--- src/rtl/core/mdm_pkg.sv ---
// ----------------------------------------------------------------------------
// mdm_pkg
// shared types, constants and stick decode for the mecanum drive mixer
// ----------------------------------------------------------------------------
package mdm_pkg;

    localparam int unsigned WHEELS = 4;

    // configuration register indexes
    localparam logic REG_FAST_LIMIT = 1'b0;
    localparam logic REG_PREC_LIMIT = 1'b1;

    localparam logic [7:0] FAST_LIMIT_RST = 8'd255;
    localparam logic [7:0] PREC_LIMIT_RST = 8'd120;

    // wheel direction codes
    localparam logic [1:0] DIR_STOP = 2'd0;
    localparam logic [1:0] DIR_FWD  = 2'd1;
    localparam logic [1:0] DIR_REV  = 2'd2;

    // divide by three as multiply by reciprocal, exact for products up to 765
    localparam logic [9:0] RECIP3       = 10'd683;
    localparam int unsigned RECIP3_SHIFT = 11;

    typedef struct packed {
        logic [3:0] move_stick;
        logic [3:0] turn_stick;
        logic       fast_key;
        logic       slow_key;
        logic       nudge_up;
        logic       nudge_down;
        logic       nudge_right;
        logic       nudge_left;
    } sample_t;

    typedef struct packed {
        logic [7:0] front_left_duty;
        logic [1:0] front_left_dir;
        logic [7:0] back_left_duty;
        logic [1:0] back_left_dir;
        logic [7:0] front_right_duty;
        logic [1:0] front_right_dir;
        logic [7:0] back_right_duty;
        logic [1:0] back_right_dir;
    } result_t;

    typedef struct packed {
        logic       neg;
        logic [1:0] mag;
    } wheel_t;

    typedef struct packed {
        wheel_t [WHEELS-1:0] wheel;
        logic   [1:0]        peak;
    } mix_t;

    function automatic logic signed [1:0] stick_x(input logic [3:0] code);
        logic signed [1:0] v;
        case (code)
            4'd2, 4'd3, 4'd4: v = 2'sd1;
            4'd6, 4'd7, 4'd8: v = -2'sd1;
            default:          v = 2'sd0;
        endcase
        return v;
    endfunction

    function automatic logic signed [1:0] stick_y(input logic [3:0] code);
        logic signed [1:0] v;
        case (code)
            4'd1, 4'd2, 4'd8: v = 2'sd1;
            4'd4, 4'd5, 4'd6: v = -2'sd1;
            default:          v = 2'sd0;
        endcase
        return v;
    endfunction

endpackage

--- src/rtl/core/mdm_mix.sv ---
// ----------------------------------------------------------------------------
// mdm_mix
// decodes sticks and nudge keys, mixes four wheel speeds and finds the peak
// ----------------------------------------------------------------------------
module mdm_mix (
    input  mdm_pkg::sample_t sample,
    output mdm_pkg::mix_t    mix
);
    import mdm_pkg::*;

    logic signed [1:0] sx;
    logic signed [1:0] sy;
    logic signed [1:0] sr;
    logic signed [2:0] tx;
    logic signed [2:0] ty;
    logic signed [2:0] rot;
    logic signed [2:0] spd [WHEELS];
    logic        [2:0] absv [WHEELS];

    always_comb
    begin
        sx  = stick_x(sample.move_stick);
        sy  = stick_y(sample.move_stick);
        sr  = stick_x(sample.turn_stick);
        tx  = {sx[1], sx};
        ty  = {sy[1], sy};
        rot = {sr[1], sr};

        // nudge keys, later checks win
        if (sample.nudge_up)
        begin
            tx = 3'sd0;
            ty = 3'sd1;
        end
        if (sample.nudge_down)
        begin
            tx = 3'sd0;
            ty = -3'sd1;
        end
        if (sample.nudge_right)
        begin
            tx = 3'sd1;
            ty = 3'sd0;
        end
        if (sample.nudge_left)
        begin
            tx = -3'sd1;
            ty = 3'sd0;
        end

        spd[0] = ty + tx + rot;
        spd[1] = ty - tx + rot;
        spd[2] = ty - tx - rot;
        spd[3] = ty + tx - rot;

        mix.peak = 2'd1;
        for (int k = 0; k < WHEELS; k++)
        begin
            absv[k] = spd[k][2] ? 3'(-spd[k]) : 3'(spd[k]);
            mix.wheel[k].neg = spd[k][2];
            mix.wheel[k].mag = absv[k][1:0];
            if (absv[k][1:0] > mix.peak)
            begin
                mix.peak = absv[k][1:0];
            end
        end
    end

endmodule

--- src/rtl/core/mdm_scale_div.sv ---
// ----------------------------------------------------------------------------
// mdm_scale_div
// shared scale and divide unit: speed times limit, then divide by the peak
// ----------------------------------------------------------------------------
module mdm_scale_div (
    input  logic       clk,
    input  logic       mul_en,
    input  logic [1:0] mag,
    input  logic [7:0] limit,
    input  logic [1:0] peak,
    output logic [7:0] quot
);
    import mdm_pkg::*;

    logic [9:0]  prod_reg;
    logic [9:0]  prod_next;
    logic [19:0] prod3;

    assign prod_next = {8'd0, mag} * {2'd0, limit};

    always_ff @(posedge clk)
    begin
        if (mul_en)
        begin
            prod_reg <= prod_next;
        end
    end

    assign prod3 = {10'd0, prod_reg} * {10'd0, RECIP3};

    always_comb
    begin
        case (peak)
            2'd3:    quot = prod3[RECIP3_SHIFT +: 8];
            2'd2:    quot = prod_reg[8:1];
            default: quot = prod_reg[7:0];
        endcase
    end

endmodule

--- src/rtl/core/mecanum_drive_mixer.sv ---
// ----------------------------------------------------------------------------
// mecanum_drive_mixer
// Takes one controller sample per transfer and returns one result transfer
// with duty and direction for the four mecanum wheels. Each sample passes
// through the single shared multiply-and-divide unit, which takes the four
// wheels in turn with a multiply step and a divide step each, before its
// result lands in the output register; only then is a new sample taken. The
// output register lets the next sample start while a result still waits.
// Configuration writes are taken at any time and are meant for idle.
// ----------------------------------------------------------------------------
module mecanum_drive_mixer (
    input  logic              clk,
    input  logic              rst_n,
    input  logic              sample_valid,
    output logic              sample_ready,
    input  mdm_pkg::sample_t  sample,
    output logic              result_valid,
    input  logic              result_ready,
    output mdm_pkg::result_t  result,
    input  logic              cfg_valid,
    output logic              cfg_ready,
    input  logic              cfg_index,
    input  logic [7:0]        cfg_data
);
    import mdm_pkg::*;

    typedef enum logic [3:0] {
        ST_IDLE = 4'b0001,
        ST_MUL  = 4'b0010,
        ST_DIV  = 4'b0100,
        ST_DONE = 4'b1000
    } state_t;

    state_t      state_reg;
    state_t      state_next;
    logic [1:0]  wheel_cnt_reg;
    logic [1:0]  wheel_cnt_next;
    logic        fast_mode_reg;
    logic        fast_mode_next;
    logic [7:0]  fast_limit_reg;
    logic [7:0]  prec_limit_reg;
    logic [7:0]  limit_reg;
    mix_t        mix_reg;
    mix_t        mix_now;
    logic [7:0]  duty_reg [WHEELS];
    logic [1:0]  dir_reg [WHEELS];
    logic        result_valid_reg;
    result_t     result_reg;
    logic        sample_xfer;
    logic        load_result;
    logic        mul_en;
    logic [7:0]  quot;
    wheel_t      cur_wheel;

    assign sample_ready = (state_reg == ST_IDLE);
    assign sample_xfer  = sample_valid && sample_ready;
    assign cfg_ready    = 1'b1;
    assign result_valid = result_valid_reg;
    assign result       = result_reg;
    assign mul_en       = (state_reg == ST_MUL);
    assign load_result  = (state_reg == ST_DONE) && (!result_valid_reg || result_ready);
    assign cur_wheel    = mix_reg.wheel[wheel_cnt_reg];

    mdm_mix u_mix (
        .sample (sample),
        .mix    (mix_now)
    );

    mdm_scale_div u_scale_div (
        .clk    (clk),
        .mul_en (mul_en),
        .mag    (cur_wheel.mag),
        .limit  (limit_reg),
        .peak   (mix_reg.peak),
        .quot   (quot)
    );

    // speed mode keys, precision wins
    always_comb
    begin
        fast_mode_next = fast_mode_reg;
        if (sample.fast_key)
        begin
            fast_mode_next = 1'b1;
        end
        if (sample.slow_key)
        begin
            fast_mode_next = 1'b0;
        end
    end

    always_comb
    begin
        state_next     = state_reg;
        wheel_cnt_next = wheel_cnt_reg;
        case (state_reg)
            ST_IDLE:
            begin
                if (sample_xfer)
                begin
                    state_next     = ST_MUL;
                    wheel_cnt_next = 2'd0;
                end
            end
            ST_MUL:
            begin
                state_next = ST_DIV;
            end
            ST_DIV:
            begin
                if (wheel_cnt_reg == 2'(WHEELS - 1))
                begin
                    state_next     = ST_DONE;
                    wheel_cnt_next = 2'd0;
                end
                else
                begin
                    state_next     = ST_MUL;
                    wheel_cnt_next = wheel_cnt_reg + 2'd1;
                end
            end
            ST_DONE:
            begin
                if (load_result)
                begin
                    state_next = ST_IDLE;
                end
            end
            default:
            begin
                state_next     = ST_IDLE;
                wheel_cnt_next = 2'd0;
            end
        endcase
    end

    always_ff @(posedge clk or negedge rst_n)
    begin
        if (!rst_n)
        begin
            state_reg        <= ST_IDLE;
            wheel_cnt_reg    <= 2'd0;
            fast_mode_reg    <= 1'b0;
            fast_limit_reg   <= FAST_LIMIT_RST;
            prec_limit_reg   <= PREC_LIMIT_RST;
            result_valid_reg <= 1'b0;
        end
        else
        begin
            state_reg     <= state_next;
            wheel_cnt_reg <= wheel_cnt_next;
            if (sample_xfer)
            begin
                fast_mode_reg <= fast_mode_next;
            end
            if (cfg_valid && cfg_ready)
            begin
                case (cfg_index)
                    REG_FAST_LIMIT: fast_limit_reg <= cfg_data;
                    REG_PREC_LIMIT: prec_limit_reg <= cfg_data;
                    default:        fast_limit_reg <= fast_limit_reg;
                endcase
            end
            if (load_result)
            begin
                result_valid_reg <= 1'b1;
            end
            else if (result_ready)
            begin
                result_valid_reg <= 1'b0;
            end
        end
    end

    // payload registers
    always_ff @(posedge clk)
    begin
        if (sample_xfer)
        begin
            mix_reg   <= mix_now;
            limit_reg <= fast_mode_next ? fast_limit_reg : prec_limit_reg;
        end
        if (state_reg == ST_DIV)
        begin
            if (quot == 8'd0)
            begin
                duty_reg[wheel_cnt_reg] <= 8'd0;
                dir_reg[wheel_cnt_reg]  <= DIR_STOP;
            end
            else
            begin
                duty_reg[wheel_cnt_reg] <= quot;
                dir_reg[wheel_cnt_reg]  <= cur_wheel.neg ? DIR_REV : DIR_FWD;
            end
        end
        if (load_result)
        begin
            result_reg.front_left_duty  <= duty_reg[0];
            result_reg.front_left_dir   <= dir_reg[0];
            result_reg.back_left_duty   <= duty_reg[1];
            result_reg.back_left_dir    <= dir_reg[1];
            result_reg.front_right_duty <= duty_reg[2];
            result_reg.front_right_dir  <= dir_reg[2];
            result_reg.back_right_duty  <= duty_reg[3];
            result_reg.back_right_dir   <= dir_reg[3];
        end
    end

    a_accept_starts: assert property (@(posedge clk) disable iff (!rst_n)
        sample_xfer |=> state_reg == ST_MUL)
        else $error("sample transfer did not start the sequencer");

    a_result_from_done: assert property (@(posedge clk) disable iff (!rst_n)
        $rose(result_valid_reg) |-> $past(state_reg == ST_DONE))
        else $error("result raised outside the done step");

    a_stop_means_zero: assert property (@(posedge clk) disable iff (!rst_n)
        result_valid |->
            ((result.front_left_dir == DIR_STOP) == (result.front_left_duty == 8'd0)) &&
            ((result.back_right_dir == DIR_STOP) == (result.back_right_duty == 8'd0)))
        else $error("stop code and zero duty disagree");

    a_idle_count_clear: assert property (@(posedge clk) disable iff (!rst_n)
        state_reg == ST_IDLE |-> wheel_cnt_reg == 2'd0)
        else $error("wheel counter not cleared in idle");

endmodule

--- config.mk ---
export PLATFORM = sky130hd
export DESIGN_NAME = mecanum_drive_mixer
export DESIGN_NICKNAME = d
export VERILOG_FILES = /design/src/rtl/core/mdm_pkg.sv /design/src/rtl/core/mdm_mix.sv /design/src/rtl/core/mdm_scale_div.sv /design/src/rtl/core/mecanum_drive_mixer.sv
export SDC_FILE = /design/constraint.sdc
export NUM_CORES = 1
export LEC_CHECK = 0
export BUFFER_PORTS_ARGS = -buffer_cell sky130_fd_sc_hd__buf_2
export CAP_MARGIN = 20
export CORE_ASPECT_RATIO = 0.5
export CORE_MARGIN = 5
export CORE_UTILIZATION = 54
export DETAILED_ROUTE_END_ITERATION = 16
export PLACE_DENSITY_LB_ADDON = 0.08
export SKIP_LAST_GASP = 1
export SLEW_MARGIN = 30
export SYNTH_ARGS = -nofsm -noshare
export SYNTH_HDL_FRONTEND = slang
export SYNTH_HIERARCHICAL = 1
export SYNTH_SLANG_ARGS = --single-unit
--- constraint.sdc ---
create_clock -name clk -period 5.15 [get_ports clk]
set_input_delay 1.03 -clock clk [delete_from_list [all_inputs] [get_ports clk]]
set_output_delay 1.03 -clock clk [all_outputs]
set_load 0.02 [all_outputs]
==> key figures <==
Outcome
  – Status: complete, but fails checks
  – Failing checks: negative setup slack

Detailed routing
  – DRT iter0 DRCs: 310
  – # DRC: 0
  – Post-Route WL: 15,600 um
  – Wire length per cell: 15.6 um
  – Post-route ant nets: 0
  – Detailed Routing Iterations Pass 1: 5
  – Vias per std cell: 5.23
  – Via count: 5,250

Layout
  – Share of cells above drive strength 1: 34.6%
  – Fillers: 1,045
  – # diodes: 0
  – Final Cell Area: 0.0102 sq mm
  – Syn-to-layout area delta: 24.7%
  – Post-layout nets: 935
  – Max reg flops: 40

Clocking
  – Clock Latency Late Sink: 0.41 ns
  – CTS tree: built
  – Root Driver: clkbuf_16
  – Clock Sinks: 136
  – CTS Buf Count: 17
  – CTS Buffer Depth: 2
  – H-tree levels: 4
  – Clock-pin transition on the worst setup and hold timing paths: 0.06 ns

Logic synthesis
  – Mean post-synth cell area: 12.7 sq um
  – Synth area leaders: edfxtp_1, ha_1, fa_1
  – Most common library cells after synthesis: edfxtp_1, ha_1, inv_1, fa_1, and2_1
  – YS warnings: 6
  – Yosys top cell area share: 41.3%
  – Leading area contributor after synthesis: edfxtp_1
  – EDFF count, synth: 112
  – Count leader, synth: edfxtp_1
  – Distinct cells, synth: 74
  – Ys flop type: edfxtp_1
  – Post-Syn Nets: 780
  – Mapped Area: 0.00814 sq mm
  – Sequential fraction of the synthesis area: 48.9%
  – Post-Syn Instances: 639
  – Ys async rst share: 17.6%
  – Seq cells post-synth: 136

STA
  – Final setup violating endpoints: 1
  – Max Freq: 164 MHz
  – Setup ws final: -0.930 ns
  – Tcrit/Tclk final: 118%
  – RSZ-0062 raised after global routing: true
  – Final Max Slew Viols: 0
  – Clk_skew: 0.00973 ns
  – Worst Tran Pin Value: 0.831 ns
  – Final hold vios: 0
  – Worst hold slack: 0.412 ns
  – Min Tclk post-route: 6.08 ns
  – Max transition margin: 44.5%

Floorplan
  – Initial Util: 55.7%
  – Die area: 0.0178 sq mm
  – Top-level I/O count: 71
  – Die X: 184 um
  – Core area: 0.0146 sq mm
  – Die Y-Extent: 96.8 um
  – Site Rows: 31

Setup path
  – Crit path arrival time: 6.22 ns
  – CP Capture Type: flop
  – Worst Setup Start Kind: input pin
  – Worst setup startpoint: sample[11]
  – Crit path kind: in -> reg
  – Crit-path max FO: 3
  – FF-to-FF Start: u_scale_div/prod_reg[6]
  – R2R Setup Slk: 0.13 ns
  – Required @ worst endpoint: 5.29 ns

Power and ir drop
  – Power per Cell Area: 703 mW/mm^2
  – Max VDD drop: 563 uV
  – Pleak: 0.00429 uW

Global route
  – Number of antenna violations at the first check in global routing: 0
  – Grt ovf: 0
  – Largest net degree at the start of global routing: 41
  – First-pass GRT wire length: 25,900 um
  – Vias in the first global route: 5,356
  – GRT Total Usage: 17.9%

Placed design
  – Port Buffers: 69
  – DP HPWL: 12,000 um
  – Dpl cell area: 0.00927 sq mm
  – Placer Congestion: 0.858

Job
  – Max-Cap Viols: 0

Min path
  – Hold_sp: dir_reg[0][1]
  – Worst hold path class: reg -> reg
==> where the power goes <==
| part | internal (uW) | switching (uW) |
|---|---|---|
| combinational | 2160 | 2340 |
| sequential | 1360 | 82.0 |
| clock | 724 | 484 |
| total | 4240 | 2910 |
==> per-stage QoR <==
stage	util, %	TNS (ns)	power (uW)	std cells	setup WS [ns]
final	69.5	-0.930	7150	1004	-0.930
after global routing	69.5	-1.60	7750	1004	-1.14
after CTS	67.6	-0.887	6540	998	-0.887
after detailed placement	63.4	-1.41	5220	965	-1.38
after global placement	63.4	-1.29	5150	965	-1.29
after floorplan	-	-1.15	4120	639	-1.15
==> worst max-delay path, stage by stage <==
cell and delay (ns):
buf_2 0.11, or3b_4 0.40, a21oi_2 0.14, a21oi_1 0.06, o31ai_2 0.26, ha_2 0.23
inv_1 0.05, fa_1 0.49, inv_1 0.06, fa_2 0.34, or3b_4 0.38, a211oi_2 0.20
nor2_2 0.07, xor2_2 0.16, ha_1 0.33, o21ba_4 0.23, nor2_2 0.09, mux2i_1 0.21
ha_1 0.24, nor2b_1 0.14, o22a_1 0.17, o21a_1 0.21, ha_4 0.28, a211oi_1 0.06
a31oi_1 0.16, nand3_1 0.10
==> metal layers <==
metal  part of all wire (%)  global-route usage, %  routed length [um]
met1                     47                   24.5                7390
met2                     47                   29.2                7380
met3                    4.9                   3.94                 759
met4                   0.75                   4.75                 117
met5                      0                      0                   0
==> what timing repair did <==
item / CTS / global route
hold buffers: 0 / 0
pin swaps: 11 / 24
setup buffers: 2 / 6
gates resized for setup: 3 / 34
endpoints found under the setup margin: 9 / 9
==> final cells by class <==
cell class / instances / area (sq um) / share of cell area [%]
inverter: 79 / 297 / 2.92
tap: 198 / 248 / 2.44
multi-input combinational: 409 / 4080 / 40.2
clock buffer: 17 / 425 / 4.19
clock inverter: 14 / 163 / 1.60
sequential: 136 / 3980 / 39.2
timing repair buffer: 151 / 965 / 9.50
==> logic make-up (layout without fill, tap and decap cells) <==
logic type / count (synthesis) / after routing / share of synthesized area (%)
simple gates: 137 / 137 / 10.1
flops: 136 / 136 / 48.9
fa+ha+maj: 113 / 113 / 20.0
compound gates: 99 / 99 / 8.60
buf+inv: 94 / 261 / 4.61
mux: 31 / 31 / 4.64
xor+xnor: 28 / 28 / 3.10
other cells: 1 / 1 / 0.0460
==> cells in the final DEF (no fill, tap or decap), types with 13 or more instances in the layout <==
cell	synthesis	layout
edfxtp_1	112	112
xnor2_1	21	20
a21oi_1	22	16
buf_2	3	69
nor2_1	19	17
fa_1	29	28
mux2_2	23	23
ha_1	84	69
buf_4	5	81
clkbuf_16	0	17
dfstp_2	13	13
nand2_1	21	21
inv_1	79	79
and2_1	26	26
==> worst paths after layout <==
check                               endpoint  cells past startpoint
min                               result[31]                      0
max reg2reg                    dir_reg[0][1]                     18
min in group asynchronous       state_reg[3]                      1
min reg2reg                       result[31]                      0
max in group asynchronous  prec_limit_reg[6]                      1
max                               mix_reg[0]                     26
No activity file was read; power rests on OpenSTA's default activity.
